--- config.mk ---
export PLATFORM = sky130hd
export DESIGN_NAME = hfc_ctrl
export DESIGN_NICKNAME = d
export VERILOG_FILES = /design/src/sv/hfc_pkg.sv /design/src/sv/hfc_ctrl.sv
export SDC_FILE = /design/constraint.sdc
export NUM_CORES = 1
export LEC_CHECK = 0
export BUFFER_PORTS_ARGS = -buffer_cell sky130_fd_sc_hd__buf_2
export CORE_AREA = 2 2 39 41
export CTS_CLUSTER_SIZE = 20
export DETAILED_ROUTE_END_ITERATION = 12
export DIE_AREA = 0 0 41 43
export PLACE_DENSITY_LB_ADDON = 0.25
export RECOVER_POWER = 25
export SLEW_MARGIN = 40
export SYNTH_ARGS = -nofsm -noshare
export SYNTH_HDL_FRONTEND = slang
export SYNTH_SLANG_ARGS = --single-unit
--- constraint.sdc ---
create_clock -name clk -period 1.3 [get_ports clk]
set_input_delay 0.065 -clock clk [delete_from_list [all_inputs] [get_ports clk]]
set_output_delay 0.065 -clock clk [all_outputs]
set_load 0.05 [all_outputs]
--- src/sv/hfc_pkg.sv ---
// Package for the phone-number hit counter.
// Shared constants and types. No dependencies.
`timescale 1ns / 1ps
`default_nettype none
package hfc_pkg;
    localparam int TableSize = 2039;
    localparam int CountBits = 20;
    localparam int PhoneBits = 44;
    localparam int SlotBits = $clog2(TableSize);
    localparam int TieBits = 11;
    localparam int KeyBits = 16;

    typedef logic [PhoneBits-1:0] phone_t;
    typedef logic [CountBits-1:0] count_t;
    typedef logic [SlotBits-1:0] slot_t;
    typedef logic [TieBits-1:0] tie_t;

    typedef enum logic [2:0] {
        ST_CLEAR,
        ST_IDLE,
        ST_HASH,
        ST_READ,
        ST_CHECK,
        ST_UPDATE,
        ST_OUT
    } state_t;

    typedef struct packed {
        logic clr_write;
        logic load;
        logic hash;
        logic rd;
        logic step;
        logic commit;
        logic full;
        logic out_load;
    } cmd_t;

    typedef struct packed {
        logic clr_done;
        logic found;
        logic exhausted;
    } status_t;
endpackage
`default_nettype wire

--- src/sv/hfc_ctrl.sv ---
// Controller for the phone-number hit counter.
// Sequences clear, hash, probe and update. Depends on hfc_pkg.
`timescale 1ns / 1ps
`default_nettype none
module hfc_ctrl
(
    input  wire             clk,
    input  wire             rst_n,
    input  wire             in_valid,
    output logic            in_stall,
    output logic            out_valid,
    input  wire             out_stall,
    output hfc_pkg::cmd_t   cmd,
    input  hfc_pkg::status_t sts
);
    import hfc_pkg::*;

    state_t state_reg, state_next;
    logic out_valid_reg, out_valid_next;

    always_ff @(posedge clk or negedge rst_n)
    begin
        if (!rst_n)
        begin
            state_reg <= ST_CLEAR;
            out_valid_reg <= 1'b0;
        end
        else
        begin
            state_reg <= state_next;
            out_valid_reg <= out_valid_next;
        end
    end

    always_comb
    begin
        state_next = state_reg;
        cmd = '0;
        out_valid_next = out_valid_reg && out_stall;
        in_stall = 1'b1;
        case (state_reg)
            ST_CLEAR:
            begin
                cmd.clr_write = 1'b1;
                if (sts.clr_done)
                    state_next = ST_IDLE;
            end
            ST_IDLE:
            begin
                in_stall = 1'b0;
                if (in_valid)
                begin
                    cmd.load = 1'b1;
                    state_next = ST_HASH;
                end
            end
            ST_HASH:
            begin
                cmd.hash = 1'b1;
                state_next = ST_READ;
            end
            ST_READ:
            begin
                cmd.rd = 1'b1;
                state_next = ST_CHECK;
            end
            ST_CHECK:
            begin
                if (sts.found)
                    state_next = ST_UPDATE;
                else if (sts.exhausted)
                begin
                    cmd.full = 1'b1;
                    state_next = ST_OUT;
                end
                else
                begin
                    cmd.step = 1'b1;
                    state_next = ST_READ;
                end
            end
            ST_UPDATE:
            begin
                cmd.commit = 1'b1;
                state_next = ST_OUT;
            end
            ST_OUT:
            begin
                if (!out_valid_reg || !out_stall)
                begin
                    cmd.out_load = 1'b1;
                    out_valid_next = 1'b1;
                    state_next = ST_IDLE;
                end
            end
            default:
                state_next = ST_CLEAR;
        endcase
    end

    assign out_valid = out_valid_reg;
endmodule
`default_nettype wire

==> summary.md, run 1 <==
| Metric | Value |
|---|---|
| Headroom to the max-slew limit | 80.77% |
| Avg Inst Size Synth | 8.251 um^2 |
| CP required | 1.24 ns |
| Antenna-violating nets left | 0 |
| Final hold vios | 0 |
| Crit path time final | 1.314 ns |
| RePlAce Congestion | 0.7145 |
| Ys Warns | 0 |
| Final setup fails | 1 |
| R2R Path End | state_reg[0] |
| Final core occ | 40.51% |
| Maximum fanout along the worst path | 5 |
| First-pass GRT wire length | 1.386 mm |
| CP startpoint kind | register |
| Crit-path max cell delay | 0.42 ns |
| Mux cell area share after synthesis | 0% |
| Clk_skew | 0.002870 ns |
| Initial antenna violation count | 0 |
| Max-Cap Viols | 0 |
| Max stage delay cell, worst path | dfrtp_2 |
| Filler cells | 145 |
| Drt first pass iters | 3 |
| Pwr/cell area | 2696 nW/um^2 |
| # rows | 14 |
| Slew @ Worst Pin | 0.2849 ns |
| Failing checks | setup timing |
| Half-perimeter wire length after placement | 620.5 um |
| Ports | 17 |
| Vias in the first global route | 307 |
| Crit path cell chain | and2b_4 > and3_4 > buf_8 |
| Core ar. | 1384 um^2 |
| Via count | 373 |
| Worst-Skew Late Latency | 0.23 ns |
| Synth Area in XOR/XNOR | 0% |
| Setup WS pre-CTS | 0.08651 ns |
| Root Buffer | clkbuf_4 |
| Largest family of logic cells by synthesized area | simple AND/OR/NAND/NOR gates |
| Clk slew on worst S/H paths | 0.04 ns |
| Wire per inst | 11.05 um |
| Layout Nets | 71 |
| WHS Endpoint | out_valid |
| Post-Synthesis Cell Area | 305.3 um^2 |
| Hold Path Stages | 3 |
| GRT overflow | 0 |
| Fin crit share | 101.0% |
| Vias per cell | 4.782 |
| Crit path arrival time | 1.25 ns |
| Number of H-tree levels | 1 |
| HP Start | out_stall |
| Area Growth Syn to Fin | 83.61% |
| CP Capture Type | primary output |
| Synth Register Bits | 4 |
| Compound-cell area share of the yosys netlist | 22.95% |
| CTS tree | built |
| Final wirelength | 862 um |
| VDD IR max | 0.7527 mV |
| Port bufs | 16 |
| Leakage power | 0.2524 nW |
| Final worst slack | -0.01358 ns |
| Post-synthesis sequential area ratio | 32.79% |
| DIE WIDTH | 41 um |
| Syn nets | 44 |
| TritonCTS buffer count | 3 |
| Layout cells sized above 1 | 69.35% |
| Pins Over Slew Limit | 0 |
| Hold Path Class | in -> reg |
| Status | complete, but fails checks |
| Distinct cells, synth | 23 |
| RSZ-0062 raised after global routing | yes |
| Chip height | 43 um |
| FF-to-FF path depth | 4 |
| Post-synthesis cell count | 37 |
| R2r startpoint | state_reg[1] |
| Setup CP Type | reg -> out |
| Starting Density | 22.06% |
| Largest net degree at the start of global routing | 10 |
| Adder-cell share of the synthesized area | 0% |
| Number of DRC markers in iteration 0 | 6 |
| CTS sink cnt | 4 |
| Synth Area in Simple Gates | 34.02% |
| Max reg flops | 3 |
| R2r setup slk | 0.11 ns |
| Max Buffers Root-to-Sink | 2 |
| DR DRC count | 0 |
| Antenna Cells | 0 |
| Peak Freq | 761.3 MHz |
| GR Util All Layers | 11.58% |
| Die Area | 1763 um^2 |
[worst max-delay path, delay by kind of cell (launching register included)]
kind	cells	cell delay, ns
buffers and inverters	1	0.14
and+or+nand+nor	2	0.45
DFF	1	0.42
[per-layer routing]
| layer | routed length (um) | share of wire, % | track usage, % | up-vias |
|---|---|---|---|---|
| met5 | 0 | 0 | 0 | - |
| met4 | 0 | 0 | 2.000 | 0 |
| met3 | 42 | 4.9 | 6.283 | 0 |
| met2 | 415 | 48 | 15.63 | 12 |
| met1 | 404 | 47 | 16.23 | 173 |
| li1 | - | - | - | 188 |
[cell families after synthesis]
family | Yosys count
DFF | 4
and+or+nand+nor | 19
AOI/OAI and AO/OA | 10
buffers and inverters | 4
[synth_stat cells (all sizes together)]
library cell	n	area share, %
nand2	6	7.4
a41oi	1	2.9
a31oi	1	2.1
nor3	3	6.6
nor2b	2	4.9
inv	1	1.2
a211o	1	2.9
o21ai	3	4.9
nor2	3	3.7
buf	3	9.0
nand3	1	1.6
o22ai	1	2.1
and2	1	2.5
a21oi	1	1.6
o311ai	1	2.9
and3	2	4.1
dfrtp	4	33
o2111a	1	3.7
and2b	1	3.3
[timing repair]
item	in CTS	in global routing
hold buffers	1	0
endpoints found under the hold margin	4	0
endpoints found under the setup margin	8	9
setup buffers	4	2
resized for setup	17	12
pin swaps	1	0
[layout by cell type (no fill, tap or decap), types with 2 or more instances in the layout]
cell | synthesis | routed
dfrtp_2 | 0 | 3
nand2_1 | 6 | 4
buf_6 | 2 | 3
buf_2 | 1 | 8
clkbuf_4 | 0 | 3
and3_4 | 0 | 2
buf_8 | 0 | 2
nand2_2 | 0 | 2
buf_4 | 0 | 10
nor3_2 | 1 | 3
o21ai_1 | 2 | 2
[worst max path at each step]
stage | start | end | slack [ns] | cells past startpoint
after detailed placement | state_reg[2] | cmd[0] | 0.09 | 4
final | state_reg[2] | cmd[6] | -0.01 | 3
after global routing | state_reg[2] | cmd[6] | -0.06 | 3
after floorplan | state_reg[1] | cmd[5] | -0.35 | 3
after global placement | state_reg[2] | cmd[0] | 0.08 | 4
after CTS | state_reg[2] | cmd[6] | -0.02 | 3
[metrics by stage]
step / std cells / hold slack [ns] / cell area, um^2 / setup TNS [ns] / total power [mW]
after floorplan: 37 / -0.2306 / 311.5 / -0.7031 / 0.9443
after global placement: 68 / -0.1252 / 399.1 / 0 / 1.092
after detailed placement: 68 / -0.1246 / 399.1 / 0 / 1.087
after CTS: 76 / 0.1396 / 510.5 / -0.02420 / 1.425
after global routing: 78 / 0.1652 / 560.5 / -0.1676 / 1.619
final: 78 / 0.1543 / 560.5 / -0.01358 / 1.511
[cell type report]
cell class,count,area [um^2],share of cell area [%]
tap,16,20.02,3.571
timing repair buffer,25,192.7,34.38
clock buffer,3,22.52,4.018
inverter,1,3.754,0.6696
sequential,4,103.9,18.53
multi-input combinational,29,217.7,38.84
[power breakdown]
part	total, mW	internal [mW]	leakage, nW	switching (mW)
Sequential	0.285	0.188	0.0472	0.0966
Combinational	1.08	0.447	0.191	0.632
Clock	0.148	0.103	0.0138	0.0451
Note: power is estimated with default switching activity, not from simulation.
==> run 2: changes to the inputs <==
--- a/config.mk
+++ b/config.mk
@@ -5,7 +5,7 @@
 export SDC_FILE = /design/constraint.sdc
 export NUM_CORES = 1
 export LEC_CHECK = 0
-export BUFFER_PORTS_ARGS = -buffer_cell sky130_fd_sc_hd__buf_2
+export BUFFER_PORTS_ARGS = -buffer_cell sky130_fd_sc_hd__clkbuf_2
 export CORE_AREA = 2 2 39 41
 export CTS_CLUSTER_SIZE = 20
 export DETAILED_ROUTE_END_ITERATION = 12
==> run 2 against run 1 <==
Net effect:
- the run now ends clean
- via count up 0.80%
- wire length up 6.0%
- flip-flop and latch count unchanged
- clock skew down 0.0024 ns
- maximum frequency up 1.1%
- first-iteration DRC count down 67%
- critical path depth up 1
- die area unchanged
- clock-buffer cell count unchanged
- largest power group unchanged
==> summary.md, run 2 (same netlist as run 1, synthesis figures left out) <==
| Metric | Value |
|---|---|
| Status | completed (was complete, but fails checks) |
| CP required | 1.24 ns (about the same) |
| First-pass GRT wire length | 1.386 mm (unchanged) |
| Root Buffer | clkbuf_4 (unchanged) |
| Die Area | 1763 um^2 (unchanged) |
| TritonCTS buffer count | 3 (unchanged) |
| Drt first pass iters | 2 (was 3) |
| Leakage power | 0.2604 nW (was 0.2524 nW) |
| Starting Density | 22.06% (unchanged) |
| Antenna Cells | 0 (unchanged) |
| Final setup fails | 0 (was 1) |
| Hold Path Class | in -> reg (unchanged) |
| Worst-Skew Late Latency | 0.24 ns (was 0.23 ns) |
| Half-perimeter wire length after placement | 622.6 um (was 620.5 um) |
| Maximum fanout along the worst path | 6 (was 5) |
| Most frequent cells in the layout | buf_4, clkbuf_2, nand2_1, buf_8, clkbuf_4 (was buf_4, buf_2, nand2_1) |
| Vias in the first global route | 337 (was 307) |
| Via count | 376 (was 373) |
| Filler cells | 148 (was 145) |
| Max Buffers Root-to-Sink | 2 (unchanged) |
| # rows | 14 (unchanged) |
| Setup CP Type | reg -> out (unchanged) |
| Ports | 17 (unchanged) |
| Final hold vios | 0 (unchanged) |
| Number of H-tree levels | 1 (unchanged) |
| Commonest non-fill, non-tap cell in the layout | buf_4 (unchanged) |
| Initial antenna violation count | 0 (unchanged) |
| Layout Nets | 72 (was 71) |
| RSZ-0062 raised after global routing | yes (unchanged) |
| Core ar. | 1384 um^2 (unchanged) |
| Slew @ Worst Pin | 0.3148 ns (was 0.2849 ns) |
| Hold Path Stages | 3 (unchanged) |
| Clk_skew | 0.0004422 ns (was 0.002870 ns) |
| Max reg flops | 3 (unchanged) |
| Clk slew on worst S/H paths | 0.04 ns (about the same) |
| DIE WIDTH | 41 um (unchanged) |
| CTS sink cnt | 4 (unchanged) |
| FF-to-FF path depth | 5 (was 4) |
| Internal power | 750.4 uW (was 737.7 uW) |
| Wire per inst | 11.57 um (was 11.05 um) |
| Port bufs | 16 (unchanged) |
| Number of DRC markers in iteration 0 | 2 (was 6) |
| Fin crit share | 99.96% (was 101.0%) |
| Clock Power Share | 10.8% (was 9.8%) |
| Vias per cell | 4.759 (was 4.782) |
| VDD IR max | 0.9383 mV (was 0.7527 mV) |
| Final wirelength | 914 um (was 862 um) |
| Sw Share | 51.09% (was 51.18%) |
| CP Capture Type | primary output (unchanged) |
| Pwr/cell area | 2719 nW/um^2 (was 2696 nW/um^2) |
| Setup_tns | 0 ns (was -0.01358 ns) |
| Final Instance Area | 564.3 um^2 (was 560.5 um^2) |
| Reg power frac | 18.5% (was 18.9%) |
| Crit path arrival time | 1.23 ns (was 1.25 ns) |
| RePlAce Congestion | 0.7178 (was 0.7145) |
| Pins Over Slew Limit | 0 (unchanged) |
| GRT overflow | 0 (unchanged) |
| Antenna-violating nets left | 0 (unchanged) |
| CP startpoint kind | register (unchanged) |
| Headroom to the max-slew limit | 78.75% (was 80.77%) |
| GR Util All Layers | 11.59% (was 11.58%) |
| Area Growth Syn to Fin | 84.84% (was 83.61%) |
| Max-Cap Viols | 0 (unchanged) |
| Peak Freq | 769.6 MHz (was 761.3 MHz) |
| CTS tree | built (unchanged) |
| DR DRC count | 0 (unchanged) |
| Crit path time final | 1.299 ns (was 1.314 ns) |
| Placed Area | 414.1 um^2 (was 399.1 um^2) |
| Largest net degree at the start of global routing | 11 (was 10) |
| Chip height | 43 um (unchanged) |
| Psw | 783.8 uW (was 773.4 uW) |
| Comb power frac | 70.7% (was 71.4%) |
| Layout cells sized above 1 | 63.49% (was 69.35%) |
-- run 2: area by class of cell --
cell class	instances	area [um^2]	share of cell area [%]
clock buffers	3	22.52	3.991
inverters	1	3.754	0.6652
multi-input cells	29	197.7	35.03
flip-flops and latches	4	102.6	18.18
well taps	16	20.02	3.548
repair buffers	26	217.7	38.58
-- run 2: metal layers --
layer  part of all wire (%)  track usage [%]
met5                      0                0
met4                    1.8            8.000
met3                    4.6            1.571
met2                     51            16.88
met1                     43            14.98
-- run 2: worst max-delay path, cell delays in order (launching register included) --
cell     delay [ns]
dfrtp_2        0.45
nor2b_4        0.17
nand2_2        0.08
a21oi_2        0.14
buf_8          0.16
-- run 2: power by group through the flow --
stage               combinational (mW)  clock (mW)  sequential [mW]
finish                            1.08       0.166            0.284
global route                      1.15       0.172            0.301
CTS                              0.931       0.162            0.289
detailed placement               0.849           0            0.275
global placement                 0.864           0            0.273
floorplan                        0.703           0            0.242
-- run 2: stage by stage --
step,setup WS (ns),hold WS (ns),cells,util (%),power (mW)
2_1_floorplan,-0.3527,-0.2306,37,-,0.9443
3_3_place_gp,0.07256,-0.1234,70,29.93,1.137
3_5_place_dp,0.09455,-0.1215,70,29.93,1.124
4_1_cts,-0.02538,0.1251,74,36.53,1.381
5_1_grt,-0.05979,0.1614,79,40.78,1.619
6_report,0.0005751,0.1227,79,40.78,1.534
-- run 2: worst paths after layout --
kind / start / end / slack, ns
max in group asynchronous: rst_n / state_reg[1] / 0.91
worst min-delay path: out_stall / out_valid / 0.12
worst max register to register: state_reg[2] / state_reg[0] / 0.07
min in group asynchronous: rst_n / state_reg[2] / 0.18
worst min register to register: state_reg[1] / state_reg[1] / 0.60
worst max-delay path: state_reg[0] / cmd[0] / 0.0006
-- run 2: what timing repair did --
item                                    in CTS  in global routing
cloned                                       0                  0
hold buffers                                 1                  0
hold endpoints to repair                     4                  0
resized for setup                           16                 14
endpoints found under the setup margin       9                  9
buffers inserted                             0                  5
pin swaps                                    0                  2
